===== config.mk =====
export PLATFORM = sky130hd
export DESIGN_NAME = rbb_ctrl
export DESIGN_NICKNAME = d
export VERILOG_FILES = /design/src/rtl/core/rbb_pkg.sv /design/src/rtl/core/rbb_ctrl.sv
export VERILOG_INCLUDE_DIRS = /design/src /design/src/rtl/core
export SDC_FILE = /design/constraint.sdc
export NUM_CORES = 1
export LEC_CHECK = 0
export BUFFER_PORTS_ARGS = -buffer_cell sky130_fd_sc_hd__buf_2
export CORE_AREA = 3 3 40 42
export DETAILED_ROUTE_END_ITERATION = 10
export DIE_AREA = 0 0 43 45
export PLACE_DENSITY = 0.67
export SLEW_MARGIN = 25
export SYNTH_ARGS = -nofsm -noshare
export SYNTH_HDL_FRONTEND = slang
export SYNTH_SLANG_ARGS = --single-unit

===== constraint.sdc =====
create_clock -name clock -period 1.3 [get_ports clock]
set_clock_uncertainty 0.05 [all_clocks]
set_input_delay 0.065 -clock clock [delete_from_list [all_inputs] [get_ports clock]]
set_output_delay 0.065 -clock clock [all_outputs]
set_load 0.01 [all_outputs]

===== src/rtl/core/assert_macros.svh =====
// Assertion macros shared by the RTL of the run-length bitmap blitter.
// No dependencies; simulation gets the checks, synthesis gets empty bodies.
`ifndef ASSERT_MACROS_SVH
`define ASSERT_MACROS_SVH
`ifndef SYNTHESIS
// Clocked check, disabled while reset is high.
`define RBB_ASSERT(label, clk, rst, prop) \
   label: assert property (@(posedge clk) disable iff (rst) (prop)) \
      else $error("rbb assertion failed");
// Clocked check that also holds during reset.
`define RBB_ASSERT_ALWAYS(label, clk, prop) \
   label: assert property (@(posedge clk) (prop)) \
      else $error("rbb assertion failed");
`else
`define RBB_ASSERT(label, clk, rst, prop)
`define RBB_ASSERT_ALWAYS(label, clk, prop)
`endif
`endif


===== src/rtl/core/rbb_pkg.sv =====
// Package for the run-length bitmap blitter: request codes, decode phases,
// fixed constants and the command/status structs between control and datapath.
`timescale 1ns / 1ps
`default_nettype none
package rbb_pkg;

   localparam logic [1:0] REQ_START = 2'd0;
   localparam logic [1:0] REQ_BYTE  = 2'd1;
   localparam logic [1:0] REQ_READ  = 2'd2;

   localparam logic [1:0] PHASE_IDLE    = 2'd0;
   localparam logic [1:0] PHASE_PATTERN = 2'd1;
   localparam logic [1:0] PHASE_COUNT   = 2'd2;

   // CSR register indexes
   localparam logic [1:0] CSR_IMAGE_WIDTH  = 2'd0;
   localparam logic [1:0] CSR_IMAGE_HEIGHT = 2'd1;
   localparam logic [1:0] CSR_ORIGIN_X     = 2'd2;
   localparam logic [1:0] CSR_ORIGIN_Y     = 2'd3;

   localparam logic [7:0] ESCAPE_BYTE = 8'h76;
   localparam int         FLIP_BASE   = 64;

   // column walk: 8-bit start column plus up to 255 * 8 pixels
   localparam int COL_W = 12;
   localparam int PIX_W = 11;

   typedef struct packed {
      logic capture;
      logic start_image;
      logic set_escape;
      logic set_pattern;
      logic run_load;
      logic run_from_pending;
      logic draw;
      logic run_end;
      logic read_mem;
      logic clear;
      logic rsp_load;
   } rbb_cmd_type;

   typedef struct packed {
      logic [1:0] req_type;
      logic [1:0] phase;
      logic       is_escape;
      logic       done;
      logic       run_more;
      logic       clear_last;
   } rbb_stat_type;

endpackage
`default_nettype wire


===== src/rtl/core/rbb_ctrl.sv =====
// Blitter controller: clearing pass, request dispatch, pixel walk sequencing
// and the response handshake. Depends on rbb_pkg and assert_macros.svh.
`timescale 1ns / 1ps
`default_nettype none
`include "assert_macros.svh"
module rbb_ctrl (
   input  wire logic                 clock,
   input  wire logic                 reset,
   input  wire rbb_pkg::rbb_stat_type stat,
   output rbb_pkg::rbb_cmd_type      cmd,
   input  wire logic                 req_valid,
   output logic                      req_ready,
   output logic                      rsp_valid,
   input  wire logic                 rsp_ready
);
   import rbb_pkg::*;

   localparam logic [2:0] S_CLEAR    = 3'd0;
   localparam logic [2:0] S_IDLE     = 3'd1;
   localparam logic [2:0] S_DISPATCH = 3'd2;
   localparam logic [2:0] S_DRAW     = 3'd3;
   localparam logic [2:0] S_FINISH   = 3'd4;

   logic [2:0] state_ff, state_in;
   logic       rsp_valid_ff, rsp_valid_in;
   logic       slot_free;

   assign slot_free = !rsp_valid_ff || rsp_ready;
   assign req_ready = (state_ff == S_IDLE);

   always_comb begin
      cmd      = '0;
      state_in = state_ff;
      unique case (state_ff)
         S_CLEAR: begin
            cmd.clear = 1'b1;
            if (stat.clear_last) begin
               state_in = S_IDLE;
            end
         end
         S_IDLE: begin
            if (req_valid) begin
               cmd.capture = 1'b1;
               state_in    = S_DISPATCH;
            end
         end
         S_DISPATCH: begin
            state_in = S_FINISH;
            unique case (stat.req_type)
               REQ_START: cmd.start_image = 1'b1;
               REQ_READ:  cmd.read_mem    = 1'b1;
               REQ_BYTE: begin
                  // bytes after the last row, or while the width is zero, are ignored
                  if (!stat.done) begin
                     unique case (stat.phase)
                        PHASE_PATTERN: cmd.set_pattern = 1'b1;
                        PHASE_COUNT: begin
                           cmd.run_load         = 1'b1;
                           cmd.run_from_pending = 1'b1;
                           state_in             = S_DRAW;
                        end
                        default: begin
                           if (stat.is_escape) begin
                              cmd.set_escape = 1'b1;
                           end else begin
                              cmd.run_load = 1'b1;
                              state_in     = S_DRAW;
                           end
                        end
                     endcase
                  end
               end
               default: ;
            endcase
         end
         S_DRAW: begin
            if (stat.run_more) begin
               cmd.draw = 1'b1;
            end else begin
               cmd.run_end = 1'b1;
               state_in    = S_FINISH;
            end
         end
         S_FINISH: begin
            if (slot_free) begin
               cmd.rsp_load = 1'b1;
               state_in     = S_IDLE;
            end
         end
         default: state_in = S_IDLE;
      endcase
   end

   always_comb begin
      rsp_valid_in = rsp_valid_ff;
      priority if (cmd.rsp_load) begin
         rsp_valid_in = 1'b1;
      end else if (rsp_ready) begin
         rsp_valid_in = 1'b0;
      end
   end

   always_ff @(posedge clock) begin
      if (reset) begin
         state_ff     <= S_CLEAR;
         rsp_valid_ff <= 1'b0;
      end else begin
         state_ff     <= state_in;
         rsp_valid_ff <= rsp_valid_in;
      end
   end

   assign rsp_valid = rsp_valid_ff;

   `RBB_ASSERT(a_rsp_drop_needs_ready, clock, reset,
      $fell(rsp_valid_ff) |-> $past(rsp_ready))
   `RBB_ASSERT(a_one_item_in_flight, clock, reset,
      (req_valid && req_ready) |=> !req_ready)
   `RBB_ASSERT(a_rsp_not_overwritten, clock, reset,
      cmd.rsp_load |-> (!rsp_valid_ff || rsp_ready))
endmodule
`default_nettype wire


==> run_results.csv, run 1 <==
group,metric,value,unit
floorplan,dieHeight,45,um
setup_path,cp.arrival,1310,ps
placed_design,placed_area,529.3,um^2
placed_design,dp_hpwl,736.6,um
finish,num_antenna_cells,0,
clock_tree,cts_root_buf,"clkbuf_4",
yosys,synth_edf_count,0,
pwr,peakVddDrop,0.3017,mV
global_route,grt_pass1_vias,404,
timing,timing.hold.ws,99.96,ps
pwr,intPower,0.2891,mW
setup_path,worst_setup_path_start_kind,"flop",
detailed_routing,wl_per_cell,10.48,um
finish,final_layout_size_suffix_gt1_share,63.16,%
global_route,gr-total-overflow,0,
clock_tree,cts_buffers,3,
setup_path,r2r-start,"state_ff[0]$_SDFFE_PP0P_",
floorplan,core_area,1285,um^2
detailed_routing,finalWirelength,954,um
finish,layout.nets,92,
pwr,p_comb_share,29.6,%
global_route,antenna_found_initial,0,
yosys,syn-cell-area,399.1,um^2
flow_run,max_cap_viol_count,0,
pwr,p_leak,0.3179,nW
yosys,ys_types,29,
floorplan,io_pins,25,
worst_hold_path,hold_path_startpoint,"rsp_ready",
clock_tree,cts_tree,"done",
detailed_routing,drtIter0Drc,9,
setup_path,cp.required,1190,ps
timing,setup_ws,-126.8,ps
yosys,synthFlopType,"dfxtp_1",
timing,relSlewSlack,81.05,%
detailed_routing,drt_first_pass_iters,4,
global_route,grt_usage,11.16,%
finish,area_growth,63.64,%
finish,fin_util,50.83,%
detailed_routing,ant_nets,0,
setup_path,crit_path_start,"state_ff[0]$_SDFFE_PP0P_",
detailed_routing,drc,0,
clock_tree,clock_sinks,4,
yosys,ys_ff_latch,4,
timing,fmax,0.7008,GHz
timing,rsz0062_at_grt,"true",
yosys,ys_async_sr_fraction,0,%
global_route,grt_pass1_wl,1635,um
setup_path,critPathCaptureType,"output port",
floorplan,die-area,1935,um^2
floorplan,initial_utilization,31.06,%
yosys,yosysSeqAreaShare,20.06,%
pwr,p_switching,0.1126,mW
worst_hold_path,hold_path.class,"in2reg",
timing,worst_slew_pin_slew,283.0,ps
floorplan,die_x,43,um
setup_path,worstSetupPathType,"reg2out",
timing,period_minus_slack,1427,ps
detailed_routing,vias,447,
timing,final-setup-viol-count,6,
status,violations,"setup timing",
detailed_routing,via_per_inst,4.912,
pwr,p_per_area,615.0,nW/um^2
finish,fin_area,653.1,um^2
pwr,swShare,28.03,%
placed_design,place.gp.congestion,0.6617,
timing,min_period_over_period,109.8,%
placed_design,numPortBuffers,24,
yosys,syn_inst,45,
status,outcome,"complete, but fails checks",
floorplan,row_count,13,
pwr,p_seq_share,33.6,%
clock_tree,clock_latency,230,ps
yosys,synth_area_per_cell,8.870,um^2
timing,timing_hold_violations_final,0,
clock_tree,h-tree-depth,1,
timing,slew_viol_final,0,
setup_path,crit_path_max_fanout,4,
clock_tree,clkTransAtPathRegs,40,ps
clock_tree,clockBufferDepth,2,
global_route,grt_max_degree,8,
pwr,power.total,0.4017,mW
yosys,ys_warn_count,0,
yosys,synth_fp_nets,59,
pwr,clkPwrFrac,36.8,%
worst max-delay path, stage by stage (launching register included):
cell,delay (ps)
dfxtp_4,350
nor4b_4,290
buf_4,180
and3_4,170
buf_6,90
stage by stage:
stage               setup WS, ps  std cells  setup TNS, ps
floorplan                  37.56         45              0
global placement          -3.605         83         -3.605
global route              -200.2         91          -1075
detailed placement        -20.30         83         -20.30
CTS                       -137.2         91         -528.0
finish                    -126.8         91         -424.2
cells by family after synthesis:
group           Yosys count  synth area share [%]
simple gates             22                 38.56
compound gates            9                 21.32
buf+inv                   6                 8.777
flops                     4                 20.06
mux                       2                 5.016
fa+ha+maj                 2                 6.269
path summary, 6_finish.rpt:
path	endpoint	slack (ps)	cells past startpoint
worst max register to register	state_ff[0]$_SDFFE_PP0P_	-40	5
worst min register to register	rsp_valid$_SDFFE_PP0P_	460	2
worst min-delay path	rsp_valid$_SDFFE_PP0P_	100	3
worst max-delay path	cmd[5]	-130	4
flip-flops by register name (all words and copies together), names as in the netlist:
name and flops:
rsp_valid 1, state_ff 3
synth_stat cells (2+ instances only):
| cell type | n | area (um^2) |
|---|---|---|
| a21oi_1 | 3 | 15.01 |
| dfxtp_1 | 4 | 80.08 |
| inv_1 | 3 | 11.26 |
| nand2_1 | 2 | 7.510 |
| and3_1 | 2 | 12.51 |
| nor2b_1 | 3 | 18.77 |
| nor2_1 | 3 | 11.26 |
| nand2b_1 | 2 | 12.51 |
| ha_1 | 2 | 25.02 |
| mux2i_1 | 2 | 20.02 |
power groups by stage:
stage	logic [mW]	clock network, mW	registers, mW
final	0.119	0.148	0.135
after global routing	0.131	0.169	0.135
after CTS	0.113	0.158	0.134
after detailed placement	0.102	0	0.136
after global placement	0.102	0	0.136
after floorplan	0.0676	0	0.132
area by class of cell:
type,instances,area (um^2)
Sequential cell,4,86.33
Tap cell,15,18.77
Timing Repair Buffer,31,185.2
Inverter,3,11.26
Clock buffer,3,22.52
Fill cell,132,631.9
Multi-Input combinational cell,35,329.1
cell usage in the layout, fill, tap and decap left out, drive strengths merged, types with 3 or more instances in the layout:
cell    count
nor2        3
inv         3
clkbuf      3
dfxtp       4
nor2b       3
a21oi       3
buf        30
repair_timing:
item                                    CTS  global route
hold endpoints to repair                  1             0
buffers inserted                          4             0
pin swaps                                 3             2
gates resized for setup                   9             5
endpoints found under the setup margin   10            11
hold buffers                              1             0
per-layer routing:
layer,GRT usage [%],up-vias,wire (um)
met5,0,-,0
met4,3.614,0,0
met3,4.781,0,88
met2,18.56,18,451
met1,13.01,201,414
li1,-,228,-
(Power assumes the default switching activity.)
==> inputs of run 2 (changes only) <==
--- a/config.mk
+++ b/config.mk
@@ -10,6 +10,7 @@
 export CORE_AREA = 3 3 40 42
 export DETAILED_ROUTE_END_ITERATION = 10
 export DIE_AREA = 0 0 43 45
+export MAX_ROUTING_LAYER = met4
 export PLACE_DENSITY = 0.67
 export SLEW_MARGIN = 25
 export SYNTH_ARGS = -nofsm -noshare
==> run 2 against run 1 <==
Effect of this change:
- critical path type unchanged
- non-clock buffer count unchanged
- fmax about the same
- critical path depth unchanged
- via count increased by 0.45%
- hold slack improved by 0.99 ps
- sequential cell count unchanged
- sequential power about the same
- die area unchanged
- clock-buffer cell count unchanged
- highest routed layer unchanged
- power about the same
- global-route usage increased by 0.33 points
- the run still ends with setup timing left
- sequential share of layout area unchanged
==> run_results.csv, run 2 (same netlist as run 1, synthesis figures left out) <==
group,metric,value,unit
placed_design,dp_hpwl,736.6,um
global_route,gr-total-overflow,0,
timing,timing_hold_violations_final,0,
floorplan,dieHeight,45,um
setup_path,critPathCaptureType,"output port",
setup_path,cp.arrival,1310,ps
global_route,grt_pass1_wl,1635,um
setup_path,r2r-start,"state_ff[0]$_SDFFE_PP0P_",
detailed_routing,drc,0,
global_route,grt_pass1_vias,408,
detailed_routing,drtIter0Drc,9,
detailed_routing,ant_nets,0,
setup_path,path_cells,"nor4b_4 > buf_4 > and3_4 > buf_6",
setup_path,worstSetupPathType,"reg2out",
timing,period_minus_slack,1427,ps
pwr,p_per_area,615.1,nW/um^2
floorplan,initial_utilization,31.06,%
detailed_routing,vias,449,
pwr,power.total,0.4017,mW
clock_tree,h-tree-depth,1,
worst_hold_path,hold_depth,3,
floorplan,die_x,43,um
setup_path,worst_setup_path_start_kind,"flop",
worst_hold_path,min_to,"rsp_valid$_SDFFE_PP0P_",
finish,final_cell_mix,"buf_2, buf_4",
detailed_routing,via_per_inst,4.934,
global_route,grt_usage,11.49,%
status,violations,"setup timing",
status,outcome,"complete, but fails checks",
clock_tree,cts_buffers,3,
detailed_routing,drt_first_pass_iters,4,
clock_tree,cts_tree,"done",
clock_tree,clockBufferDepth,2,
finish,fill_cells,132,
global_route,antenna_found_initial,0,
placed_design,place.gp.congestion,0.6680,
flow_run,max_cap_viol_count,0,
detailed_routing,dr_wl_met2,451,um
pwr,peakVddDrop,0.3017,mV
timing,fin_setup_tns,-424.2,ps
setup_path,slowest_stage,"dfxtp_4",
timing,min_period_over_period,109.8,%
finish,fin_util,50.83,%
placed_design,dp_cells,83,
setup_path,crit_path_max_fanout,4,
timing,fmax,0.7007,GHz
clock_tree,cts_root_buf,"clkbuf_4",
setup_path,rr_endpoint,"state_ff[0]$_SDFFE_PP0P_",
finish,final_layout_size_suffix_gt1_share,63.16,%
timing,relSlewSlack,81.05,%
clock_tree,clkTransAtPathRegs,40,ps
worst_hold_path,hold_path.class,"in2reg",
finish,num_antenna_cells,0,
global_route,grt_max_degree,8,
setup_path,slowest_delay,350,ps
timing,setup_ws,-127.1,ps
clock_tree,clock_latency,230,ps
floorplan,core_area,1285,um^2
floorplan,io_pins,25,
floorplan,die-area,1935,um^2
finish,largest_register_ffs,3,
detailed_routing,dr_wl_met3,79,um
detailed_routing,wl_per_cell,10.46,um
detailed_routing,routed.top_layer,"met3",
setup_path,cp.required,1190,ps
clock_tree,clock_sinks,4,
timing,slew_viol_final,0,
worst_hold_path,hold_path_startpoint,"rsp_ready",
placed_design,numPortBuffers,24,
timing,rsz0062_at_grt,"true",
finish,layout_commonest_cell,"buf_2",
finish,layout.nets,92,
timing,worst_slew_pin_slew,283.0,ps
detailed_routing,met1_length,421,um
finish,fin_cells,91,
finish,area_growth,63.64,%
pwr,p_leak,0.3179,nW
setup_path,r2r_setup_slack,-40,ps
detailed_routing,finalWirelength,952,um
floorplan,row_count,13,
finish,largest_register,"state_ff",
timing,final-setup-viol-count,6,
setup_path,r2r_cells,5,
## run 2: final cells by class
class                           instances  area [um^2]  share of cell area, %
Inverter                                3        11.26                  1.724
Sequential cell                         4        86.33                  13.22
Multi-Input combinational cell         35        329.1                  50.38
Tap cell                               15        18.77                  2.874
Clock buffer                            3        22.52                  3.448
Timing Repair Buffer                   31        185.2                  28.35
## run 2: how the worst max path moves through the flow
stage	start	end
after global placement	state_ff[0]$_SDFFE_PP0P_	state_ff[0]$_SDFFE_PP0P_
after global routing	state_ff[0]$_SDFFE_PP0P_	cmd[5]
after detailed placement	state_ff[0]$_SDFFE_PP0P_	state_ff[0]$_SDFFE_PP0P_
after floorplan	state_ff[0]$_SDFFE_PP0P_	state_ff[0]$_SDFFE_PP0P_
final	state_ff[0]$_SDFFE_PP0P_	cmd[5]
after CTS	state_ff[0]$_SDFFE_PP0P_	cmd[5]
## run 2: power by group
part	switching, mW	internal [mW]
clock network	0.0450	0.103
logic	0.0607	0.0582
registers	0.00693	0.128
## run 2: timing repair
item / CTS / global route
hold endpoints to repair: 1 / 0
gates resized for setup: 9 / 5
endpoints found under the setup margin: 10 / 11
pin swaps: 3 / 2
hold buffers: 1 / 0
setup buffers: 4 / 0
## run 2: per-layer routing
layer,global-route usage [%],vias to the layer above
met1,13.49,203
li1,-,228
met5,-,-
met3,3.984,0
met2,18.56,18
met4,3.614,0
## run 2: worst max-delay path: cells and delay by family, from the launching register on
kind | cells | cell delay, ps
buffers and inverters | 2 | 270
and+or+nand+nor | 2 | 460
DFF | 1 | 350
## run 2: stage by stage
stage	hold WS [ps]	cell area, um^2	setup WS [ps]
2_1_floorplan	81.25	399.1	37.56
3_3_place_gp	239.9	529.3	-3.605
3_5_place_dp	237.2	529.3	-20.30
4_1_cts	90.38	624.3	-137.2
5_1_grt	126.8	653.1	-199.7
6_report	101.0	653.1	-127.1
